## config.mk

```make
export PLATFORM = sky130hd
export DESIGN_NAME = permutation_step_inversion_engine
export DESIGN_NICKNAME = d
export VERILOG_FILES = /design/src/sv/psie_pkg.sv /design/src/sv/psie_ram.sv /design/src/sv/psie_dp.sv /design/src/sv/psie_ctrl.sv /design/src/sv/permutation_step_inversion_engine.sv
export SDC_FILE = /design/constraint.sdc
export NUM_CORES = 1
export LEC_CHECK = 0
export BUFFER_PORTS_ARGS = -buffer_cell sky130_fd_sc_hd__buf_2
export CORE_AREA = 8 8 156 158
export DETAILED_ROUTE_END_ITERATION = 6
export DIE_AREA = 0 0 164 166
export PLACE_DENSITY = 0.69
export SYNTH_ARGS = -nofsm -noshare
export SYNTH_HDL_FRONTEND = slang
export SYNTH_SLANG_ARGS = --single-unit
```

## constraint.sdc

```tcl
create_clock -name i_clk -period 2.7 [get_ports i_clk]
set_input_delay 0.405 -clock i_clk [delete_from_list [all_inputs] [get_ports i_clk]]
set_output_delay 0.405 -clock i_clk [all_outputs]
set_load 0.005 [all_outputs]
```

## src/sv/psie_pkg.sv

```systemverilog
`timescale 1ns / 1ps

package psie_pkg;

    // Command codes of the input transaction
    localparam logic [2:0] CMD_WRITE = 3'd0;
    localparam logic [2:0] CMD_NEXT  = 3'd1;
    localparam logic [2:0] CMD_PREV  = 3'd2;
    localparam logic [2:0] CMD_READ  = 3'd3;
    localparam logic [2:0] CMD_COUNT = 3'd4;

    localparam int CMD_W   = 3;
    localparam int INDEX_W = 4;
    localparam int VALUE_W = 8;
    localparam int LEN_W   = 5;
    localparam int POS_W   = 4;
    localparam int INV_W   = 7;
    localparam int LEN_RESET = 16;
    localparam int RESULT_CAP = 16;

    typedef enum logic [3:0] {
        S_IDLE,
        S_SCAN_RD,
        S_SCAN_CMP,
        S_FIND_RD,
        S_FIND_CMP,
        S_SWAP2,
        S_REV_RD,
        S_REV_W1,
        S_REV_W2,
        S_EMIT_RD,
        S_EMIT_OUT,
        S_INV,
        S_INV_TAIL,
        S_INV_OUT
    } t_state;

    typedef enum logic [3:0] {
        DP_NOP,
        DP_ACCEPT,
        DP_SCAN_RD,
        DP_SCAN_CMP,
        DP_FIND_RD,
        DP_FIND_CMP,
        DP_SWAP2,
        DP_REV_RD,
        DP_REV_W1,
        DP_REV_W2,
        DP_EMIT_RD,
        DP_EMIT_OUT,
        DP_INV_ISSUE,
        DP_INV_OUT
    } t_dp_op;

    typedef struct packed {
        t_dp_op op;
    } t_dp_cmd;

    typedef struct packed {
        logic short_len;
        logic hit;
        logic i_zero;
        logic found;
        logic lo_lt_hi;
        logic k_last;
        logic inv_last;
    } t_dp_stat;

endpackage

```

## src/sv/psie_ram.sv

```systemverilog
`timescale 1ns / 1ps

module psie_ram #(
    parameter int WIDTH = 8,
    parameter int DEPTH = 16
) (
    input  logic                     i_clk,
    input  logic                     i_we,
    input  logic [$clog2(DEPTH)-1:0] i_waddr,
    input  logic [WIDTH-1:0]         i_wdata,
    input  logic [$clog2(DEPTH)-1:0] i_raddr0,
    input  logic [$clog2(DEPTH)-1:0] i_raddr1,
    output logic [WIDTH-1:0]         o_rdata0,
    output logic [WIDTH-1:0]         o_rdata1
);

    logic [WIDTH-1:0] r_mem [DEPTH];
    logic [WIDTH-1:0] r_rdata0;
    logic [WIDTH-1:0] r_rdata1;

    always_ff @(posedge i_clk) begin
        if (i_we) begin
            r_mem[i_waddr] <= i_wdata;
        end
        r_rdata0 <= r_mem[i_raddr0];
        r_rdata1 <= r_mem[i_raddr1];
    end

    assign o_rdata0 = r_rdata0;
    assign o_rdata1 = r_rdata1;

endmodule

```

## src/sv/psie_dp.sv

```systemverilog
`timescale 1ns / 1ps

module psie_dp #(
    parameter int MAX_LEN = 16
) (
    input  logic                              i_clk,
    input  logic                              i_rst_n,
    input  psie_pkg::t_dp_cmd                 i_cmd,
    output psie_pkg::t_dp_stat                o_stat,
    input  logic [psie_pkg::CMD_W-1:0]        i_command,
    input  logic [psie_pkg::INDEX_W-1:0]      i_index,
    input  logic [psie_pkg::VALUE_W-1:0]      i_value,
    input  logic                              i_cfg_wr_en,
    input  logic [psie_pkg::LEN_W-1:0]        i_cfg_wr_data,
    output logic [psie_pkg::POS_W-1:0]        o_position,
    output logic [psie_pkg::VALUE_W-1:0]      o_element,
    output logic                              o_last,
    output logic                              o_wrapped,
    output logic [psie_pkg::INV_W-1:0]        o_inversions,
    output logic                              o_odd
);

    localparam int IW  = $clog2(MAX_LEN);
    localparam int CAP = (MAX_LEN < psie_pkg::RESULT_CAP) ? MAX_LEN : psie_pkg::RESULT_CAP;
    localparam int NW  = $clog2(CAP + 1);
    localparam int VW  = psie_pkg::VALUE_W;

    logic [psie_pkg::LEN_W-1:0] r_len;
    logic [IW-1:0]              r_i, r_j, r_lo, r_hi, r_k;
    logic [VW-1:0]              r_ai;
    logic                       r_up, r_wrap, r_pv;
    logic [psie_pkg::INV_W-1:0] r_count;

    logic [NW-1:0]   w_n;
    logic [IW-1:0]   w_nm1, w_nm2;
    logic [IW-1:0]   w_ra0, w_ra1, w_wa;
    logic [VW-1:0]   w_wd, w_d0, w_d1;
    logic            w_we;
    logic [IW+3:0]   w_idx_wide, w_k_wide;
    logic            w_idx_ok, w_is_write;

    // Clamp the programmed length to 1..CAP
    always_comb begin
        if (r_len == '0) begin
            w_n = NW'(1);
        end else if (32'(r_len) > CAP) begin
            w_n = NW'(CAP);
        end else begin
            w_n = NW'(r_len);
        end
    end

    assign w_nm1 = IW'(32'(w_n) - 32'd1);
    assign w_nm2 = IW'(32'(w_n) - 32'd2);

    assign w_idx_wide = {{IW{1'b0}}, i_index};
    assign w_k_wide   = {4'b0000, r_k};
    assign w_idx_ok   = 32'(i_index) < MAX_LEN;
    assign w_is_write = (i_command == psie_pkg::CMD_WRITE);

    psie_ram #(
        .WIDTH (VW),
        .DEPTH (MAX_LEN)
    ) u_ram (
        .i_clk    (i_clk),
        .i_we     (w_we),
        .i_waddr  (w_wa),
        .i_wdata  (w_wd),
        .i_raddr0 (w_ra0),
        .i_raddr1 (w_ra1),
        .o_rdata0 (w_d0),
        .o_rdata1 (w_d1)
    );

    // Memory port steering
    always_comb begin
        w_ra0 = '0;
        w_ra1 = '0;
        w_we  = 1'b0;
        w_wa  = '0;
        w_wd  = '0;
        unique case (i_cmd.op)
            psie_pkg::DP_ACCEPT: begin
                w_we = w_is_write && w_idx_ok;
                w_wa = w_idx_wide[IW-1:0];
                w_wd = i_value;
            end
            psie_pkg::DP_SCAN_RD: begin
                w_ra0 = r_i;
                w_ra1 = r_i + IW'(1);
            end
            psie_pkg::DP_FIND_RD: begin
                w_ra0 = r_j;
            end
            psie_pkg::DP_FIND_CMP: begin
                w_we = o_stat.found;
                w_wa = r_i;
                w_wd = w_d0;
            end
            psie_pkg::DP_SWAP2: begin
                w_we = 1'b1;
                w_wa = r_j;
                w_wd = r_ai;
            end
            psie_pkg::DP_REV_RD: begin
                w_ra0 = r_lo;
                w_ra1 = r_hi;
            end
            psie_pkg::DP_REV_W1: begin
                w_we = 1'b1;
                w_wa = r_lo;
                w_wd = w_d1;
            end
            psie_pkg::DP_REV_W2: begin
                w_we = 1'b1;
                w_wa = r_hi;
                w_wd = r_ai;
            end
            psie_pkg::DP_EMIT_RD: begin
                w_ra0 = r_k;
            end
            psie_pkg::DP_EMIT_OUT: begin
                w_ra0 = r_k + IW'(1);
            end
            psie_pkg::DP_INV_ISSUE: begin
                w_ra0 = r_i;
                w_ra1 = r_j;
            end
            default: begin
            end
        endcase
    end

    // Status toward the controller
    always_comb begin
        o_stat.short_len = (w_n < NW'(2));
        o_stat.hit       = r_up ? (w_d0 < w_d1) : (w_d0 > w_d1);
        o_stat.i_zero    = (r_i == '0);
        o_stat.found     = r_up ? (w_d0 > r_ai) : (w_d0 < r_ai);
        o_stat.lo_lt_hi  = (r_lo < r_hi);
        o_stat.k_last    = (r_k == w_nm1);
        o_stat.inv_last  = (r_i == w_nm2) && (r_j == w_nm1);
    end

    always_ff @(posedge i_clk) begin
        if (!i_rst_n) begin
            r_len <= psie_pkg::LEN_W'(psie_pkg::LEN_RESET);
            r_pv  <= 1'b0;
        end else begin
            if (i_cfg_wr_en) begin
                r_len <= i_cfg_wr_data;
            end
            r_pv <= (i_cmd.op == psie_pkg::DP_INV_ISSUE);
        end
    end

    always_ff @(posedge i_clk) begin
        // Accumulate the pair compared in the previous cycle
        if (r_pv && (w_d0 > w_d1)) begin
            r_count <= r_count + psie_pkg::INV_W'(1);
        end
        unique case (i_cmd.op)
            psie_pkg::DP_ACCEPT: begin
                r_up    <= (i_command == psie_pkg::CMD_NEXT);
                r_wrap  <= ((i_command == psie_pkg::CMD_NEXT) ||
                            (i_command == psie_pkg::CMD_PREV)) && o_stat.short_len;
                r_k     <= '0;
                r_count <= '0;
                if (i_command == psie_pkg::CMD_COUNT) begin
                    r_i <= '0;
                    r_j <= IW'(1);
                end else begin
                    r_i <= w_nm2;
                    r_j <= w_nm1;
                end
            end
            psie_pkg::DP_SCAN_CMP: begin
                if (o_stat.hit) begin
                    r_ai <= w_d0;
                    r_j  <= w_nm1;
                end else if (o_stat.i_zero) begin
                    r_wrap <= 1'b1;
                    r_lo   <= '0;
                    r_hi   <= w_nm1;
                end else begin
                    r_i <= r_i - IW'(1);
                end
            end
            psie_pkg::DP_FIND_CMP: begin
                if (!o_stat.found) begin
                    r_j <= r_j - IW'(1);
                end
            end
            psie_pkg::DP_SWAP2: begin
                r_lo <= r_i + IW'(1);
                r_hi <= w_nm1;
            end
            psie_pkg::DP_REV_W1: begin
                r_ai <= w_d0;
            end
            psie_pkg::DP_REV_W2: begin
                r_lo <= r_lo + IW'(1);
                r_hi <= r_hi - IW'(1);
            end
            psie_pkg::DP_EMIT_OUT: begin
                r_k <= r_k + IW'(1);
            end
            psie_pkg::DP_INV_ISSUE: begin
                if (r_j == w_nm1) begin
                    r_i <= r_i + IW'(1);
                    r_j <= r_i + IW'(2);
                end else begin
                    r_j <= r_j + IW'(1);
                end
            end
            default: begin
            end
        endcase
    end

    // Result fields
    always_comb begin
        o_position   = '0;
        o_element    = '0;
        o_last       = 1'b0;
        o_wrapped    = 1'b0;
        o_inversions = '0;
        o_odd        = 1'b0;
        unique case (i_cmd.op)
            psie_pkg::DP_EMIT_OUT: begin
                o_position = w_k_wide[psie_pkg::POS_W-1:0];
                o_element  = w_d0;
                o_last     = o_stat.k_last;
                o_wrapped  = r_wrap;
            end
            psie_pkg::DP_INV_OUT: begin
                o_last       = 1'b1;
                o_inversions = r_count;
                o_odd        = r_count[0];
            end
            default: begin
            end
        endcase
    end

endmodule

```

## src/sv/psie_ctrl.sv

```systemverilog
`timescale 1ns / 1ps

module psie_ctrl (
    input  logic                       i_clk,
    input  logic                       i_rst_n,
    input  logic                       start,
    output logic                       busy,
    input  logic [psie_pkg::CMD_W-1:0] i_command,
    input  psie_pkg::t_dp_stat         i_stat,
    output psie_pkg::t_dp_cmd          o_cmd,
    output logic                       o_strobe
);

    psie_pkg::t_state r_state, n_state;

    always_ff @(posedge i_clk) begin
        if (!i_rst_n) begin
            r_state <= psie_pkg::S_IDLE;
        end else begin
            r_state <= n_state;
        end
    end

    always_comb begin
        n_state   = r_state;
        o_cmd.op  = psie_pkg::DP_NOP;
        busy      = 1'b1;
        o_strobe  = 1'b0;
        unique case (r_state)
            psie_pkg::S_IDLE: begin
                busy = 1'b0;
                if (start) begin
                    o_cmd.op = psie_pkg::DP_ACCEPT;
                    case (i_command)
                        psie_pkg::CMD_NEXT, psie_pkg::CMD_PREV: begin
                            n_state = i_stat.short_len ? psie_pkg::S_EMIT_RD
                                                       : psie_pkg::S_SCAN_RD;
                        end
                        psie_pkg::CMD_READ: begin
                            n_state = psie_pkg::S_EMIT_RD;
                        end
                        psie_pkg::CMD_COUNT: begin
                            n_state = i_stat.short_len ? psie_pkg::S_INV_OUT
                                                       : psie_pkg::S_INV;
                        end
                        default: begin
                            n_state = psie_pkg::S_IDLE;
                        end
                    endcase
                end
            end
            psie_pkg::S_SCAN_RD: begin
                o_cmd.op = psie_pkg::DP_SCAN_RD;
                n_state  = psie_pkg::S_SCAN_CMP;
            end
            psie_pkg::S_SCAN_CMP: begin
                o_cmd.op = psie_pkg::DP_SCAN_CMP;
                if (i_stat.hit) begin
                    n_state = psie_pkg::S_FIND_RD;
                end else if (i_stat.i_zero) begin
                    n_state = psie_pkg::S_REV_RD;
                end else begin
                    n_state = psie_pkg::S_SCAN_RD;
                end
            end
            psie_pkg::S_FIND_RD: begin
                o_cmd.op = psie_pkg::DP_FIND_RD;
                n_state  = psie_pkg::S_FIND_CMP;
            end
            psie_pkg::S_FIND_CMP: begin
                o_cmd.op = psie_pkg::DP_FIND_CMP;
                n_state  = i_stat.found ? psie_pkg::S_SWAP2 : psie_pkg::S_FIND_RD;
            end
            psie_pkg::S_SWAP2: begin
                o_cmd.op = psie_pkg::DP_SWAP2;
                n_state  = psie_pkg::S_REV_RD;
            end
            psie_pkg::S_REV_RD: begin
                o_cmd.op = psie_pkg::DP_REV_RD;
                n_state  = i_stat.lo_lt_hi ? psie_pkg::S_REV_W1 : psie_pkg::S_EMIT_RD;
            end
            psie_pkg::S_REV_W1: begin
                o_cmd.op = psie_pkg::DP_REV_W1;
                n_state  = psie_pkg::S_REV_W2;
            end
            psie_pkg::S_REV_W2: begin
                o_cmd.op = psie_pkg::DP_REV_W2;
                n_state  = psie_pkg::S_REV_RD;
            end
            psie_pkg::S_EMIT_RD: begin
                o_cmd.op = psie_pkg::DP_EMIT_RD;
                n_state  = psie_pkg::S_EMIT_OUT;
            end
            psie_pkg::S_EMIT_OUT: begin
                o_cmd.op = psie_pkg::DP_EMIT_OUT;
                o_strobe = 1'b1;
                if (i_stat.k_last) begin
                    n_state = psie_pkg::S_IDLE;
                end
            end
            psie_pkg::S_INV: begin
                o_cmd.op = psie_pkg::DP_INV_ISSUE;
                if (i_stat.inv_last) begin
                    n_state = psie_pkg::S_INV_TAIL;
                end
            end
            psie_pkg::S_INV_TAIL: begin
                n_state = psie_pkg::S_INV_OUT;
            end
            psie_pkg::S_INV_OUT: begin
                o_cmd.op = psie_pkg::DP_INV_OUT;
                o_strobe = 1'b1;
                n_state  = psie_pkg::S_IDLE;
            end
            default: begin
                n_state = psie_pkg::S_IDLE;
            end
        endcase
    end

endmodule

```

## src/sv/permutation_step_inversion_engine.sv

```systemverilog
`timescale 1ns / 1ps
// A write is done on acceptance; read out emits n results, one per cycle;
// next/previous scan pairs, probe for the successor and swap and reverse the suffix,
// then emit n results, one per cycle; count compares every pair once,
// one pair compare per cycle on the two memory read ports. One transaction at a time.
// Results appear for one cycle under o_strobe; the receiver cannot stall them.
// Reset (synchronous, active low) idles the sequencer and sets length_in_use to 16.

module permutation_step_inversion_engine #(
    parameter int MAX_LEN = 16
) (
    input  logic                           i_clk,
    input  logic                           i_rst_n,
    // command transaction: taken when start is high and busy is low
    input  logic                           start,
    output logic                           busy,
    input  logic [psie_pkg::CMD_W-1:0]     i_command,
    input  logic [psie_pkg::INDEX_W-1:0]   i_index,
    input  logic [psie_pkg::VALUE_W-1:0]   i_value,
    // length_in_use register
    input  logic                           i_cfg_wr_en,
    input  logic [psie_pkg::LEN_W-1:0]     i_cfg_wr_data,
    // result transaction, one per strobe cycle
    output logic                           o_strobe,
    output logic [psie_pkg::POS_W-1:0]     o_position,
    output logic [psie_pkg::VALUE_W-1:0]   o_element,
    output logic                           o_last,
    output logic                           o_wrapped,
    output logic [psie_pkg::INV_W-1:0]     o_inversions,
    output logic                           o_odd
);

    // Controller sequences the scan, successor search, suffix reversal,
    // emit and pair count; the datapath owns the element memory, the
    // index registers and the inversion counter.
    psie_pkg::t_dp_cmd  w_cmd;
    psie_pkg::t_dp_stat w_stat;

    psie_ctrl u_ctrl (
        .i_clk     (i_clk),
        .i_rst_n   (i_rst_n),
        .start     (start),
        .busy      (busy),
        .i_command (i_command),
        .i_stat    (w_stat),
        .o_cmd     (w_cmd),
        .o_strobe  (o_strobe)
    );

    psie_dp #(
        .MAX_LEN (MAX_LEN)
    ) u_dp (
        .i_clk         (i_clk),
        .i_rst_n       (i_rst_n),
        .i_cmd         (w_cmd),
        .o_stat        (w_stat),
        .i_command     (i_command),
        .i_index       (i_index),
        .i_value       (i_value),
        .i_cfg_wr_en   (i_cfg_wr_en),
        .i_cfg_wr_data (i_cfg_wr_data),
        .o_position    (o_position),
        .o_element     (o_element),
        .o_last        (o_last),
        .o_wrapped     (o_wrapped),
        .o_inversions  (o_inversions),
        .o_odd         (o_odd)
    );

endmodule

```

* Yosys cells after proc, flatten, opt, wreduce, memory -nomap -nowiden *
Memories as Yosys holds them, arrays and structs flattened. A register that Yosys moved wholly into a read port is not among the register bits.
Index checks and enable logic that the tools add are counted.

operators by class
  muxes and demuxes = 54
  $lt $le $gt $ge = 7
  add/sub/neg operators = 11
  equal/unequal tests = 42
  reductions and logical operators = 26

operator list
  kind                 number
  $mux 4               19
  $pmux 4 s3           5
  $pmux 4 s13          1
  $eq 4x4->1 const B   12
  $pmux 4 s12          1
  $pmux 4 s5           2
  $eq 4x3->1 const B   8
  $pmux 8 s4           1
  $add 4x1->4 const B  4
  $eq 4x2->1 const B   4
  $gt 8x8->1           2
  $lt 8x8->1           2
  $mux 8               2
  $pmux 4 s4           1
  $pmux 8 s2           1
  $sub 4x1->4 const B  4
  $eq 4x4->1           3
  $ne 2x2->1 const B   6
  $reduce_and 3->1     4
  $mux 1               11
  $mux 5               2
  $reduce_or 2->1      5
  $mux 3               3
  $eq 4x1->1 const B   2
  other kinds (25)     35

word-level totals
  memory bits (writable) = 128
  memories kept = 1
  bits in registers = 47
  word-level logic and storage cells = 153

memories
  name              depth  width  read ports  clocked after memory_dff  write ports  line            text
  u_dp.u_ram.r_mem  16     8      2           2                         1            psie_ram.sv:17  logic [WIDTH-1:0] r_mem [DEPTH];

* Logic depth before layout (Yosys ltp) *
  word-level depth = 8
  gate-level depth with buffers = 11
  mapped depth without buffers = 9

* By module *
A second synthesis with hierarchy kept.

unflattened totals
  cell total of the unflattened synthesis = 804
  area total of the unflattened synthesis = 10,453.8 sq um

modules (own cells, without submodules)
  module     cells each  times used  area each (sq um)
  psie_ram   307         1           6,344.8
  psie_dp    419         1           3,617.2
  psie_ctrl  78          1           491.7

* Worst setup path after synthesis *
OpenSTA, ideal clock, no wires.

  path type = reg2reg
  start = reg u_dp.r_ai[1]
  end = mem u_dp.u_ram.r_mem[10][0] (enable)
  slack = -0.134 ns
  cell stages (with the launch flop) = 12
  clock period less this slack = 2.834 ns
  data required time = 2.317 ns
  buffers on the path = 2
  arrival time = 2.450 ns
  cells stage by stage = edfxtp_1 -> inv_1 -> ha_1 -> nor2b_1 -> o211ai_1 -> a21o_1 -> and3b_1 -> o21ai_0 -> and3_1 -> clkbuf_1 -> buf_2 -> nor3_1

between the ends
  cells in the longest elaborated chain, start to end = 5
  elaborated cells on any way between the ends = 6

ends and longest elaborated chain
  item                                      line            text
  start: declaration                        psie_dp.sv:30   logic [VW-1:0] r_ai;
  start signal: assignment                  psie_dp.sv:179  r_ai <= w_d0;
  start signal: assignment                  psie_dp.sv:199  r_ai <= w_d0;
  $lt 8x8->1 or $gt 8x8->1 (tied branches)  psie_dp.sv:139  o_stat.found = r_up ? (w_d0 > r_ai) : (w_d0 < r_ai);
  $mux 1 (*)                                psie_dp.sv:139
  $pmux 1 s3 (*)                            psie_dp.sv:82   unique case (i_cmd.op)
  $mux 1 (*)                                psie_ram.sv:22  if (i_we) begin
  $mux 1 (implied by the code) (*)          psie_ram.sv:23  r_mem[i_waddr] <= i_wdata;
  end: declaration                          psie_ram.sv:17

Mark *: on every way between the ends. The rest lies on a longest branch, timed or not.

* Worst setup path after layout *
  start = reg u_dp.r_len[4] (netlist bit)
  end = out o_last

between the ends
  cells in the longest elaborated chain, start to end = 6
  elaborated cells on any way between the ends = 7

ends and longest elaborated chain
  item                      line                                     text
  start: declaration        psie_dp.sv:28                            logic [psie_pkg::LEN_W-1:0] r_len;
  start signal: assignment  psie_dp.sv:147                           r_len <= psie_pkg::LEN_W'(psie_pkg::LEN_RESET);
  start signal: assignment  psie_dp.sv:151                           r_len <= i_cfg_wr_data;
  $gt 5x5->1                psie_dp.sv:46                            end else if (32'(r_len) > CAP) begin
  $mux 5                    psie_dp.sv:46
  $mux 5 (*)                psie_dp.sv:44                            if (r_len == '0) begin
  $sub 4x1->4 (*)           psie_dp.sv:53                            assign w_nm1 = IW'(32'(w_n) - 32'd1);
  $eq 4x4->1 (*)            psie_dp.sv:141                           o_stat.k_last = (r_k == w_nm1);
  $pmux 1 s2 (*)            psie_dp.sv:229                           unique case (i_cmd.op)
  end: declaration          permutation_step_inversion_engine.sv:27  output logic o_last,

Marked as above.

==> impl_summary.txt <==
----------------------------------------------------
[Status]
  Outcome ... finished, final reports clean

[Clock tree]
  Clk sink count ... 191
  CTS HTree Levels ... 4
  Clock buffers created by TritonCTS ... 17
  Clock Path Buffers ... 2
  Clock transition at the registers of the reported paths ... 0.08 ns
  Clock tree from TritonCTS ... done
  CTS Root Cell ... sky130_fd_sc_hd__clkbuf_16
  Clk Latency, worst-skew pair ... 0.44 ns

[Setup path]
  Endpoint required time on the critical path ... 2.30 ns
  Worst-case register-to-register setup slack ... 0.08 ns
  Setup Crit Path Kind ... reg -> out
  Critical Path Source Type ... register
  Arrival time of the worst setup path ... 2.23 ns
  Worst path bufs/invs ... 3
  Crit path capture type ... primary output
  Capturing point of the worst reg2reg path ... u_dp.u_ram.o_rdata1[5]$_DFF_P_
  Cell type of the slowest stage on the worst timing path ... sky130_fd_sc_hd__dfxtp_4
  Crit-path leading delay family ... simple AND/OR/NAND/NOR gates
  Cell count of the worst reg-to-reg path ... 10
  Critical-path maximum fanout ... 7
  Number of stages on the worst setup path ... 10
  Largest stage delay on the critical path ... 0.37 ns
  R2r startpoint ... u_dp.r_i[0]$_DFFE_PP_
  Cells along the critical path ... nand2b_4 -> buf_4 -> ha_2 -> xor2_1 -> buf_4 -> xnor2_1 -> nor3_2 -> nand3_1 -> nand2_1 -> buf_2
  Most frequent cell on the critical path ... sky130_fd_sc_hd__buf_4

[Final layout]
  Area growth from synthesis to layout ... 18.4%
  Number of inserted diodes ... 0
  Post-layout net count ... 1128
  Final design utilization ... 0.574
  Count of filler cells inserted in the layout ... 1810
  Fraction of final layout cells sized beyond drive strength 1 ... 0.222

[Placed design]
  Port bufs ... 47
  Place WS ... -0.0668 ns
  HPWL after detailed placement ... 23800 um
  Routability Congestion ... 0.970

[Synthesis]
  Post-synthesis average cell area ... 11.1 um^2
  Total standard cell area after synthesis ... 10700 um^2
  Sequential-to-total area share from yosys stat ... 0.505
  Number of warnings issued by yosys ... 0
  Library cell with the highest instance count after synthesis ... sky130_fd_sc_hd__edfxtp_1
  FFs w/ async S/R, synth ... 0
  Area share of the largest cell type after synthesis ... 0.443
  Syn Inst Count ... 968
  Count of distinct cell types in the synthesized netlist ... 68
  Net count of the mapped netlist ... 1024
  Most area-hungry cell type in the Yosys netlist ... sky130_fd_sc_hd__edfxtp_1
  Register bit total from synthesis ... 191
  Most numerous cell types in the synthesized netlist ... 158 x sky130_fd_sc_hd__edfxtp_1, 147 x sky130_fd_sc_hd__nand2_1, 62 x sky130_fd_sc_hd__a21oi_1
  Top flip-flop cell by instance count after synthesis ... sky130_fd_sc_hd__edfxtp_1
  Largest cells by area after synthesis ... sky130_fd_sc_hd__edfxtp_1 44%, sky130_fd_sc_hd__dfxtp_1 6.2%, sky130_fd_sc_hd__mux4_2 5.5%
  Number of synthesized flops with an enable pin ... 158

[Detailed routing]
  Post-detailed-route count of antenna-violating nets ... 0
  Via/cell ratio ... 6.35
  Detailed-route wire length per cell ... 24.2 um
  Number of detailed-route iterations in the first pass ... 6
  Detailed Route Iter0 Violations ... 1303
  DR vias ... 8700
  Remaining routing DRC violations ... 0
  Total wirelength of the detailed-routed design ... 33100 um

[Job]
  Count of maximum capacitance violations ... 0

[Power]
  Power per standard cell area ... 1100 nW/um^2
  LEAKAGE ... 0.00492 uW
  VDD IR-drop max ... 563 uV
  Design Power ... 14000 uW

[Timing]
  Accumulated negative setup slack ... 0 ns
  Post-route clock skew ... 0.0143 ns
  Slew @ Worst Pin ... 0.765 ns
  Final setup violation count ... 0
  Maximum clock frequency ... 380 MHz
  Minimum period implied by the final worst setup slack ... 2.63 ns
  Final count of hold timing violations ... 0
  Max Slew Vio Count ... 0
  RSZ-0062 raised after global routing ... yes
  Headroom to the max-slew limit ... 0.489
  Final worst setup slack ... 0.0681 ns
  Period utilisation layout ... 0.975

[Global routing]
  Global-route wire length before repair ... 49600 um
  Global Route Usage Sum ... 0.239
  Grt total ovfl ... 0
  Largest net degree at the start of global routing ... 38
  Via count of the first global-routing pass ... 8230
  Antenna violations before repair ... 0

[Floorplanning]
  Core area ... 22100 um^2
  Die extent in x ... 164 um
  Area enclosed by the die boundary ... 27200 um^2
  Starting utilization of the core area ... 0.485
  Number of placement rows ... 55
  Number of top-level pins ... 48
  Vertical die dimension ... 166 um

[Worst hold path]
  Startpoint of the most critical hold path ... i_cfg_wr_data[4]
  Worst min-delay path endpoint ... u_dp.r_len[4]$_SDFFE_PN1P_
  Cells on Worst Hold Path ... 3
  Type of the worst min-delay path ... in -> reg

----------------------------------------------------
-- cell families after synthesis --
logic type | after synthesis | share of synthesized area
adder cells (fa/ha/maj) | 32 | 0.0374
AO/OA/AOI/OAI | 202 | 0.131
XOR/XNOR | 35 | 0.0286
multiplexers | 60 | 0.0957
buffers and inverters | 86 | 0.0372
flip-flops | 191 | 0.505
AND/OR/NAND/NOR | 362 | 0.165
-- power by group --
part / switching (uW) / internal, uW / total, uW
Sequential: 528 / 4020 / 4550
Clock: 1400 / 1320 / 2730
Combinational: 4020 / 2700 / 6720
-- cell usage in the layout, fill, tap and decap left out, types with 12 or more instances in the layout --
cell                        instances
sky130_fd_sc_hd__nand2_1          145
sky130_fd_sc_hd__xnor2_1           17
sky130_fd_sc_hd__nor2_1            43
sky130_fd_sc_hd__o21ai_0           17
sky130_fd_sc_hd__nand3_1           39
sky130_fd_sc_hd__buf_4             83
sky130_fd_sc_hd__buf_2             47
sky130_fd_sc_hd__edfxtp_1         158
sky130_fd_sc_hd__a32o_1            12
sky130_fd_sc_hd__and2_1            25
sky130_fd_sc_hd__mux2i_1           27
sky130_fd_sc_hd__a31oi_1           14
sky130_fd_sc_hd__a21oi_1           60
sky130_fd_sc_hd__nor2b_1           30
sky130_fd_sc_hd__dfxtp_1           26
sky130_fd_sc_hd__mux4_2            26
sky130_fd_sc_hd__xor2_1            18
sky130_fd_sc_hd__a22oi_1           13
sky130_fd_sc_hd__clkbuf_16         18
sky130_fd_sc_hd__inv_1             26
sky130_fd_sc_hd__ha_1              30
sky130_fd_sc_hd__nor3_1            15
sky130_fd_sc_hd__a211o_1           12
-- how the worst max path moves through the flow --
stage	from	endpoint
after floorplan	u_dp.r_ai[1]$_DFFE_PP_	u_dp.u_ram.r_mem[10][0]$_DFFE_PP_
after global placement	u_dp.u_ram.o_rdata0[1]$_DFF_P_	u_dp.u_ram.r_mem[2][0]$_DFFE_PP_
after detailed placement	u_dp.u_ram.o_rdata0[1]$_DFF_P_	u_dp.u_ram.r_mem[2][1]$_DFFE_PP_
after CTS	u_dp.r_len[1]$_SDFFE_PN0P_	o_last
after global routing	u_dp.r_ai[1]$_DFFE_PP_	u_dp.u_ram.r_mem[15][2]$_DFFE_PP_
final	u_dp.r_len[4]$_SDFFE_PN1P_	o_last
-- per-stage QoR --
| stage | cell area, um^2 | instances | hold WS [ns] |
|---|---|---|---|
| 6_report | 12700 | 1370 | 0.201 |
| 5_1_grt | 12700 | 1370 | 0.190 |
| 4_1_cts | 12500 | 1366 | 0.181 |
| 3_5_place_dp | 11800 | 1333 | 0.502 |
| 3_3_place_gp | 11800 | 1333 | 0.494 |
| 2_1_floorplan | 10700 | 968 | 0.429 |
-- sequential cells by signal, indices dropped and copies added (netlist names) --
register and cells:
u_dp.r_k 4, u_dp.r_hi 4, u_dp.r_len 5, u_dp.u_ram.o_rdata0 8, u_dp.r_i 4, u_dp.u_ram.o_rdata1 8, u_dp.r_wrap 1, u_dp.r_pv 1
u_dp.r_j 4, u_dp.r_lo 4, u_dp.u_ram.r_mem 128, u_dp.r_count 7, u_dp.r_up 1, u_dp.r_ai 8, u_ctrl.r_state 4
-- per-layer routing --
| layer | up-vias | share of wire | track usage |
|---|---|---|---|
| li1 | 3867 | - | - |
| met1 | 4191 | 0.39 | 0.321 |
| met2 | 547 | 0.47 | 0.372 |
| met3 | 95 | 0.10 | 0.0469 |
| met4 | 0 | 0.040 | 0.0973 |
| met5 | - | 0 | 0 |
-- cell type report --
class / count / area (um^2) / area share
clock buffers: 17 / 425 / 0.0336
clock inverters: 15 / 229 / 0.0181
inverters: 28 / 105 / 0.00829
multi-input cells: 691 / 5050 / 0.398
flip-flops and latches: 191 / 5420 / 0.427
well taps: 285 / 357 / 0.0281
repair buffers: 143 / 1100 / 0.0866
-- repair_timing --
item | in CTS | in global routing
cloned | 0 | 1
setup buffers | 1 | 3
hold buffers | 0 | 0
setup endpoints to repair | 32 | 75
resized for setup | 7 | 28
pin swaps | 0 | 6
-- worst min-delay path, delay by kind of cell --
family / cells / cell delay [ns]
simple gates: 1 / 0.06
buf+inv: 1 / 0.08
mux: 1 / 0.06
(Power assumes the default switching activity.)
